--- src/design/tcpq_pkg.sv ---
// Package for the two-class priority queue: sizes, codes and the structs
// shared by the top level, the controller and the slot store.
// No dependencies.
package tcpq_pkg;

    localparam int QDEPTH = 8;
    localparam int PTR_W  = (QDEPTH > 1) ? $clog2(QDEPTH) : 1;
    localparam int ADDR_W = PTR_W + 1;
    localparam int DATA_W = 32;

    localparam logic signed [DATA_W-1:0] THRESH_RESET = 32'sd60;

    localparam logic [1:0] OP_INSERT = 2'd0;
    localparam logic [1:0] OP_REMOVE = 2'd1;
    localparam logic [1:0] OP_MODIFY = 2'd2;

    localparam logic [2:0] ST_OK        = 3'd0;
    localparam logic [2:0] ST_FULL      = 3'd1;
    localparam logic [2:0] ST_BOTH_FULL = 3'd2;
    localparam logic [2:0] ST_EMPTY     = 3'd3;
    localparam logic [2:0] ST_NOT_FOUND = 3'd4;

    typedef struct packed {
        logic [1:0]               opcode;
        logic signed [DATA_W-1:0] item_value;
        logic signed [DATA_W-1:0] replacement_value;
    } req_t;

    typedef struct packed {
        logic [2:0]               status;
        logic signed [DATA_W-1:0] removed_value;
        logic                     served_class;
    } rsp_t;

    typedef struct packed {
        logic              wr_en;
        logic [ADDR_W-1:0] wr_addr;
        logic [DATA_W-1:0] wr_data;
        logic              rd_en;
        logic [ADDR_W-1:0] rd_addr;
    } mem_req_t;

endpackage

--- src/design/tcpq_store.sv ---
// Slot store for both class queues: one write port, one registered read port.
// The class bit is the top address bit. Depends on tcpq_pkg.
module tcpq_store (
    input  logic                      clk,
    input  tcpq_pkg::mem_req_t        mem_req,
    output logic [tcpq_pkg::DATA_W-1:0] rd_data
);
    import tcpq_pkg::*;

    logic [DATA_W-1:0] mem_reg [0:2*QDEPTH-1];
    logic [DATA_W-1:0] rd_data_reg;

    always_ff @(posedge clk)
    begin
        if (mem_req.wr_en)
        begin
            mem_reg[mem_req.wr_addr] <= mem_req.wr_data;
        end
        if (mem_req.rd_en)
        begin
            rd_data_reg <= mem_reg[mem_req.rd_addr];
        end
    end

    assign rd_data = rd_data_reg;

endmodule

--- src/design/tcpq_ctrl.sv ---
// Sequencer for the two-class priority queue: request capture, queue
// pointers and the shared compare used by the modify walk.
// Depends on tcpq_pkg; drives tcpq_store.
module tcpq_ctrl (
    input  logic                             clk,
    input  logic                             rst_n,
    input  logic                             req_valid,
    output logic                             req_ready,
    input  tcpq_pkg::req_t                   req,
    input  logic signed [tcpq_pkg::DATA_W-1:0] threshold,
    input  logic                             rsp_free,
    output logic                             rsp_load,
    output tcpq_pkg::rsp_t                   rsp_data,
    output tcpq_pkg::mem_req_t               mem_req,
    input  logic [tcpq_pkg::DATA_W-1:0]      rd_data
);
    import tcpq_pkg::*;

    typedef enum logic [4:0] {
        S_IDLE = 5'b00001,
        S_EXEC = 5'b00010,
        S_POP  = 5'b00100,
        S_SCAN = 5'b01000,
        S_DONE = 5'b10000
    } state_t;

    localparam logic [PTR_W-1:0] LAST_SLOT = PTR_W'(QDEPTH - 1);
    localparam logic [PTR_W-1:0] PTR_ONE   = PTR_W'(1);

    state_t state_reg, state_next;

    logic [1:0]        op_reg,   op_next;
    logic [DATA_W-1:0] item_reg, item_next;
    logic [DATA_W-1:0] repl_reg, repl_next;
    logic              high_reg, high_next;
    logic [PTR_W-1:0]  scan_reg, scan_next;
    rsp_t              res_reg,  res_next;

    logic [PTR_W-1:0]  lo_head_reg, lo_head_next, lo_tail_reg, lo_tail_next;
    logic [PTR_W-1:0]  hi_head_reg, hi_head_next, hi_tail_reg, hi_tail_next;
    logic              lo_occ_reg, lo_occ_next, hi_occ_reg, hi_occ_next;

    logic              lo_full, hi_full, t_occ, t_full, hit;
    logic [PTR_W-1:0]  t_head, t_tail, push_ptr;

    assign lo_full  = lo_occ_reg && (lo_tail_reg == LAST_SLOT);
    assign hi_full  = hi_occ_reg && (hi_tail_reg == LAST_SLOT);
    assign t_occ    = high_reg ? hi_occ_reg  : lo_occ_reg;
    assign t_full   = high_reg ? hi_full     : lo_full;
    assign t_head   = high_reg ? hi_head_reg : lo_head_reg;
    assign t_tail   = high_reg ? hi_tail_reg : lo_tail_reg;
    assign push_ptr = t_occ ? (t_tail + PTR_ONE) : '0;
    assign hit      = (rd_data == item_reg);

    assign req_ready = (state_reg == S_IDLE);
    assign rsp_load  = (state_reg == S_DONE) && rsp_free;
    assign rsp_data  = res_reg;

    always_comb
    begin
        state_next   = state_reg;
        op_next      = op_reg;
        item_next    = item_reg;
        repl_next    = repl_reg;
        high_next    = high_reg;
        scan_next    = scan_reg;
        res_next     = res_reg;
        lo_head_next = lo_head_reg;
        lo_tail_next = lo_tail_reg;
        lo_occ_next  = lo_occ_reg;
        hi_head_next = hi_head_reg;
        hi_tail_next = hi_tail_reg;
        hi_occ_next  = hi_occ_reg;
        mem_req      = '0;

        unique case (state_reg)
            S_IDLE:
            begin
                if (req_valid)
                begin
                    op_next    = req.opcode;
                    item_next  = req.item_value;
                    repl_next  = req.replacement_value;
                    high_next  = (req.item_value > threshold);
                    state_next = S_EXEC;
                end
            end

            S_EXEC:
            begin
                res_next   = '0;
                state_next = S_DONE;
                unique case (op_reg)
                    OP_INSERT:
                    begin
                        res_next.served_class = high_reg;
                        if (lo_full && hi_full)
                        begin
                            res_next.status = ST_BOTH_FULL;
                        end
                        else if (t_full)
                        begin
                            res_next.status = ST_FULL;
                        end
                        else
                        begin
                            mem_req.wr_en   = 1'b1;
                            mem_req.wr_addr = {high_reg, push_ptr};
                            mem_req.wr_data = item_reg;
                            if (high_reg)
                            begin
                                hi_tail_next = push_ptr;
                                hi_occ_next  = 1'b1;
                                if (!hi_occ_reg)
                                begin
                                    hi_head_next = '0;
                                end
                            end
                            else
                            begin
                                lo_tail_next = push_ptr;
                                lo_occ_next  = 1'b1;
                                if (!lo_occ_reg)
                                begin
                                    lo_head_next = '0;
                                end
                            end
                        end
                    end
                    OP_REMOVE:
                    begin
                        if (hi_occ_reg)
                        begin
                            mem_req.rd_en         = 1'b1;
                            mem_req.rd_addr       = {1'b1, hi_head_reg};
                            res_next.served_class = 1'b1;
                            state_next            = S_POP;
                        end
                        else if (lo_occ_reg)
                        begin
                            mem_req.rd_en   = 1'b1;
                            mem_req.rd_addr = {1'b0, lo_head_reg};
                            state_next      = S_POP;
                        end
                        else
                        begin
                            res_next.status = ST_EMPTY;
                        end
                    end
                    OP_MODIFY:
                    begin
                        res_next.served_class = high_reg;
                        if (!t_occ)
                        begin
                            res_next.status = ST_EMPTY;
                        end
                        else
                        begin
                            mem_req.rd_en   = 1'b1;
                            mem_req.rd_addr = {high_reg, t_head};
                            scan_next       = t_head;
                            state_next      = S_SCAN;
                        end
                    end
                    default:
                    begin
                        res_next = '0;
                    end
                endcase
            end

            S_POP:
            begin
                res_next.removed_value = rd_data;
                state_next             = S_DONE;
                if (res_reg.served_class)
                begin
                    if (hi_head_reg == hi_tail_reg)
                    begin
                        hi_head_next = '0;
                        hi_tail_next = '0;
                        hi_occ_next  = 1'b0;
                    end
                    else
                    begin
                        hi_head_next = hi_head_reg + PTR_ONE;
                    end
                end
                else
                begin
                    if (lo_head_reg == lo_tail_reg)
                    begin
                        lo_head_next = '0;
                        lo_tail_next = '0;
                        lo_occ_next  = 1'b0;
                    end
                    else
                    begin
                        lo_head_next = lo_head_reg + PTR_ONE;
                    end
                end
            end

            S_SCAN:
            begin
                if (hit)
                begin
                    mem_req.wr_en   = 1'b1;
                    mem_req.wr_addr = {high_reg, scan_reg};
                    mem_req.wr_data = repl_reg;
                    res_next.status = ST_OK;
                    state_next      = S_DONE;
                end
                else if (scan_reg == t_tail)
                begin
                    res_next.status = ST_NOT_FOUND;
                    state_next      = S_DONE;
                end
                else
                begin
                    mem_req.rd_en   = 1'b1;
                    mem_req.rd_addr = {high_reg, scan_reg + PTR_ONE};
                    scan_next       = scan_reg + PTR_ONE;
                end
            end

            S_DONE:
            begin
                if (rsp_free)
                begin
                    state_next = S_IDLE;
                end
            end

            default:
            begin
                state_next = S_IDLE;
            end
        endcase
    end

    always_ff @(posedge clk or negedge rst_n)
    begin
        if (!rst_n)
        begin
            state_reg   <= S_IDLE;
            lo_head_reg <= '0;
            lo_tail_reg <= '0;
            lo_occ_reg  <= 1'b0;
            hi_head_reg <= '0;
            hi_tail_reg <= '0;
            hi_occ_reg  <= 1'b0;
        end
        else
        begin
            state_reg   <= state_next;
            lo_head_reg <= lo_head_next;
            lo_tail_reg <= lo_tail_next;
            lo_occ_reg  <= lo_occ_next;
            hi_head_reg <= hi_head_next;
            hi_tail_reg <= hi_tail_next;
            hi_occ_reg  <= hi_occ_next;
        end
    end

    always_ff @(posedge clk)
    begin
        op_reg   <= op_next;
        item_reg <= item_next;
        repl_reg <= repl_next;
        high_reg <= high_next;
        scan_reg <= scan_next;
        res_reg  <= res_next;
    end

endmodule

--- src/design/two_class_priority_queue.sv ---
// Two-class strict-priority queue: top level with threshold register and
// output register. Depends on tcpq_pkg, tcpq_ctrl and tcpq_store.
// Usage:
//   Requests enter on req_valid/req_ready with req (opcode, item_value,
//   replacement_value); one response per request leaves on
//   rsp_valid/rsp_ready with rsp (status, removed_value, served_class).
//   cfg_wr_en/cfg_wr_data write the threshold (thresh_reg); write it only
//   while no request is in flight.
// Sequencing:
//   Insert, unused opcodes and a request that finds its queue empty go
//   straight to their result; a remove first reads the head slot, and a
//   modify walks the queue from the head, comparing each entry, until a
//   match or the tail. The next request is accepted only once the last
//   response is loaded into the output register; the single read port of
//   the slot store and the one shared equality compare set the pace.
// Reset:
//   rst_n clears both queues to empty and sets the threshold to 60.
// Stall:
//   While rsp_ready is low the response holds in the output register; one
//   more request can be worked up to its result and then waits.
module two_class_priority_queue (
    input  logic                             clk,
    input  logic                             rst_n,
    input  logic                             req_valid,
    output logic                             req_ready,
    input  tcpq_pkg::req_t                   req,
    output logic                             rsp_valid,
    input  logic                             rsp_ready,
    output tcpq_pkg::rsp_t                   rsp,
    input  logic                             cfg_wr_en,
    input  logic signed [tcpq_pkg::DATA_W-1:0] cfg_wr_data
);
    import tcpq_pkg::*;

    logic signed [DATA_W-1:0] thresh_reg;
    logic                     rsp_valid_reg;
    rsp_t                     rsp_reg;
    rsp_t                     rsp_data;
    logic                     rsp_load;
    logic                     rsp_free;
    mem_req_t                 mem_req;
    logic [DATA_W-1:0]        rd_data;

    assign rsp_free = !rsp_valid_reg || rsp_ready;

    tcpq_ctrl u_ctrl (
        .clk       (clk),
        .rst_n     (rst_n),
        .req_valid (req_valid),
        .req_ready (req_ready),
        .req       (req),
        .threshold (thresh_reg),
        .rsp_free  (rsp_free),
        .rsp_load  (rsp_load),
        .rsp_data  (rsp_data),
        .mem_req   (mem_req),
        .rd_data   (rd_data)
    );

    tcpq_store u_store (
        .clk     (clk),
        .mem_req (mem_req),
        .rd_data (rd_data)
    );

    always_ff @(posedge clk or negedge rst_n)
    begin
        if (!rst_n)
        begin
            thresh_reg    <= THRESH_RESET;
            rsp_valid_reg <= 1'b0;
        end
        else
        begin
            if (cfg_wr_en)
            begin
                thresh_reg <= cfg_wr_data;
            end
            if (rsp_load)
            begin
                rsp_valid_reg <= 1'b1;
            end
            else if (rsp_ready)
            begin
                rsp_valid_reg <= 1'b0;
            end
        end
    end

    always_ff @(posedge clk)
    begin
        if (rsp_load)
        begin
            rsp_reg <= rsp_data;
        end
    end

    assign rsp_valid = rsp_valid_reg;
    assign rsp       = rsp_reg;

endmodule
--- config.mk ---
export PLATFORM = sky130hd
export DESIGN_NAME = two_class_priority_queue
export DESIGN_NICKNAME = d
export VERILOG_FILES = /design/src/design/tcpq_pkg.sv /design/src/design/tcpq_store.sv /design/src/design/tcpq_ctrl.sv /design/src/design/two_class_priority_queue.sv
export SDC_FILE = /design/constraint.sdc
export NUM_CORES = 1
export LEC_CHECK = 0
export ABC_AREA = 1
export CORE_MARGIN = 5
export CORE_UTILIZATION = 29
export CTS_CLUSTER_DIAMETER = 80
export CTS_CLUSTER_SIZE = 28
export DETAILED_ROUTE_END_ITERATION = 10
export DONT_BUFFER_PORTS = 1
export PLACE_DENSITY = 0.41
export SETUP_SLACK_MARGIN = 0.1
export SLEW_MARGIN = 30
export SYNTH_ARGS = -nofsm -noshare
export SYNTH_HDL_FRONTEND = slang
export SYNTH_SLANG_ARGS = --single-unit
export TNS_END_PERCENT = 30
--- constraint.sdc ---
create_clock -name clk -period 6.6 [get_ports clk]
set_clock_uncertainty 0.2 [all_clocks]
set_input_delay 1.98 -clock clk [delete_from_list [all_inputs] [get_ports clk]]
set_output_delay 1.98 -clock clk [all_outputs]
set_load 0.05 [all_outputs]
==> results.sh <==
export IMPL_status="finished, final reports clean"
export IMPL_final_nets=3004
export IMPL_synthCells=2915
export IMPL_grt_pass1_vias=20900
export IMPL_clockBufferDepth=3
export IMPL_io_pins=141
export IMPL_worstHoldPathType="reg2reg"
export IMPL_grt_util_all_layers_pct=15.9
export IMPL_multi_input_area_um2=7990
export IMPL_netSwitchingFraction_pct=27.8
export IMPL_period_needed_ns=4.45
export IMPL_mostFrequentLayoutCell="edfxtp_1"
export IMPL_critPathLaunch="u_ctrl.high_reg"
export IMPL_start_kind="register"
export IMPL_dp_cells=4307
export IMPL_core_um2=111000
export IMPL_cts_htree_levels=2
export IMPL_syn_avg_cell_area_um2=11.1
export IMPL_cts_inserted_buffers=38
export IMPL_ir_worst_vdd_v=0.000216
export IMPL_synth_area_um2=32300
export IMPL_post_route_period_util_pct=67.4
export IMPL_seqCellArea_um2=21900
export IMPL_largest_reg_flops=512
export IMPL_dpl_cell_area_um2=34300
export IMPL_final_util_pct=32.2
export IMPL_setup_violations=0
export IMPL_use_met1_pct=21.8
export IMPL_clkPwrFrac_pct=29.3
export IMPL_cp_max_fo=75
export IMPL_fill_cells=11200
export IMPL_grt_overflow=0
export IMPL_drt_wl_total_um=96000
export IMPL_initial_core_util_pct=29.2
export IMPL_rows=122
export IMPL_p_switching_mw=2.72
export IMPL_worst_pin_slew_ns=0.965
export IMPL_final_antenna_net_count=0
export IMPL_io_buffer_count=0
export IMPL_vias=20700
export IMPL_p_total_mw=9.79
export IMPL_cts_tree="yes"
export IMPL_r2r_start="u_ctrl.high_reg"
export IMPL_power_density_nw_per_um2=275
export IMPL_wire_per_inst_um=21.9
export IMPL_holdWs_ns=0.229
export IMPL_maxCapViolations=0
export IMPL_worst_slack_ns=2.15
export IMPL_cts_sinks=738
export IMPL_gp_congestion=0.780
export IMPL_die_width_um=344
export IMPL_p_leak_nw=14.0
export IMPL_pre_cts_ws_ns=2.10
export IMPL_drc=0
export IMPL_max_slew_margin_pct=35.7
export IMPL_grt_pass1_wl_um=142000
export IMPL_tns_ns=0
export IMPL_seq_area_frac_synth_pct=67.7
export IMPL_synth_edf_count=686
export IMPL_ctsResizeCount=0
export IMPL_final_max_slew_violation_count=0
export IMPL_dieArea_um2=118000
export IMPL_dieHeight_um=344
export IMPL_required_ns=6.86
export IMPL_yosys_register_bits=738
export IMPL_path_class="reg2reg"
export IMPL_ys_flop_type="edfxtp_1"
export IMPL_worst_setup_path_end_kind="register"
export IMPL_drive_gt1_share_pct=5.64
export IMPL_rsz0062_at_grt="no"
export IMPL_hp_start="u_ctrl.rsp_data[31]"
export IMPL_antenna_found_initial=2
export IMPL_seqPwrFrac_pct=59.5
export IMPL_arrival_ns=4.71
export IMPL_synthToLayoutAreaGrowth_pct=10.1
export IMPL_grt_max_degree=196
export IMPL_dr_pass1_iters=5
export IMPL_stdcell_area_um2=35600
export IMPL_cts_root_buf="clkbuf_16"
export IMPL_hpwl_um=59100
export IMPL_via_per_inst=4.72
export IMPL_grt_busiest_layer="met2"
export IMPL_clk_latency_ns=0.62
export IMPL_pwr_share_comb_pct=11.2
export IMPL_use_met3_pct=1.67
export IMPL_cts_clk_slew_worst_paths_ns=0.10
export IMPL_intPower_mw=7.07
export IMPL_fmax_mhz=225
export IMPL_yosys_warnings=0
export IMPL_netlist_cell_type_count=46
export IMPL_async_flop_share_pct=7.05
export IMPL_met2_usage_pct=27.5
export IMPL_cts_setup_buffers=0
export IMPL_final_cell_mix="686 x edfxtp_1, 591 x nand3_1, 516 x nand2_1, 487 x inv_1, 96 x nand3b_1"
export IMPL_hold_buffers=0
export IMPL_hold_viol=0
export IMPL_layout_cells_non_filler=4378
export IMPL_drtIter0Drc=1546
export IMPL_syn_num_nets=3058
-- worst max-delay path, cell delays in order (launching register included) --
cell and delay (ns):
edfxtp_1 0.79, nand2_1 0.18, nand2_1 0.17, nand2_1 0.08, nand2_1 0.06, nand3_1 0.08, nand2_1 0.09, inv_1 0.08
nand3_1 0.13, nand2_4 0.34, inv_6 0.68, buf_4 0.71, nand3_1 0.14, nand3_1 0.09, nand3_1 0.11, nand2_1 0.18
-- cells in the mapped netlist, types with 21 or more instances --
master	instances	share of area [%]
buf_2	96	1.5
o21ai_0	77	1.2
a21oi_1	21	0.33
nand3_1	591	9.1
nand2_1	518	6.0
nand3b_1	96	2.2
dfrtp_1	47	3.6
inv_1	488	5.7
xnor2_1	25	0.68
edfxtp_1	686	64
ha_1	40	1.5
nor2_1	92	1.1
a22o_1	24	0.65
-- power by group through the flow --
stage / clock network, mW / logic (mW) / registers [mW]
after global placement: 0 / 1.08 / 5.93
final: 2.87 / 1.10 / 5.82
after detailed placement: 0 / 1.11 / 5.93
after CTS: 2.97 / 1.12 / 5.83
after global routing: 3.13 / 1.22 / 5.85
after floorplan: 0 / 0.705 / 5.86
-- layer usage --
layer  part of all wire [%]  wire length (um)
met1                     45             43400
met2                     50             47500
met3                    3.5              3340
met4                    1.7              1670
met5                      0                 0
-- cell type report --
type | count | area share, %
flip-flops and latches | 738 | 61.6
diodes | 1 | 0.00703
well taps | 1488 | 5.23
multi-input cells | 1533 | 22.5
clock inverters | 24 | 0.763
repair buffers | 55 | 1.95
inverters | 495 | 5.24
clock buffers | 44 | 2.79
-- logic make-up (layout without fill, tap and decap cells) --
kind of cell / count (synthesis) / in the layout / synth area share, %
mux: 1 / 1 / 0.0348
simple gates: 1320 / 1320 / 19.1
xor+xnor: 27 / 27 / 0.731
compound gates: 145 / 145 / 2.70
buf+inv: 644 / 618 / 8.19
other cells: 0 / 1 / 0
fa+ha+maj: 40 / 40 / 1.55
flops: 738 / 738 / 67.7
-- final timing paths --
kind / endpoint / slack (ns) / cells past startpoint
setup reg to reg: u_store.rd_data[1] / 2.15 / 15
max in group asynchronous: thresh_reg[5] / 5.15 / 0
hold / removal: rsp[31] / 0.23 / 0
setup / recovery: u_store.rd_data[1] / 2.15 / 15
hold reg to reg: rsp[31] / 0.23 / 0
min in group asynchronous: thresh_reg[25] / 0.84 / 0
Note: power is estimated with default switching activity, not from simulation.
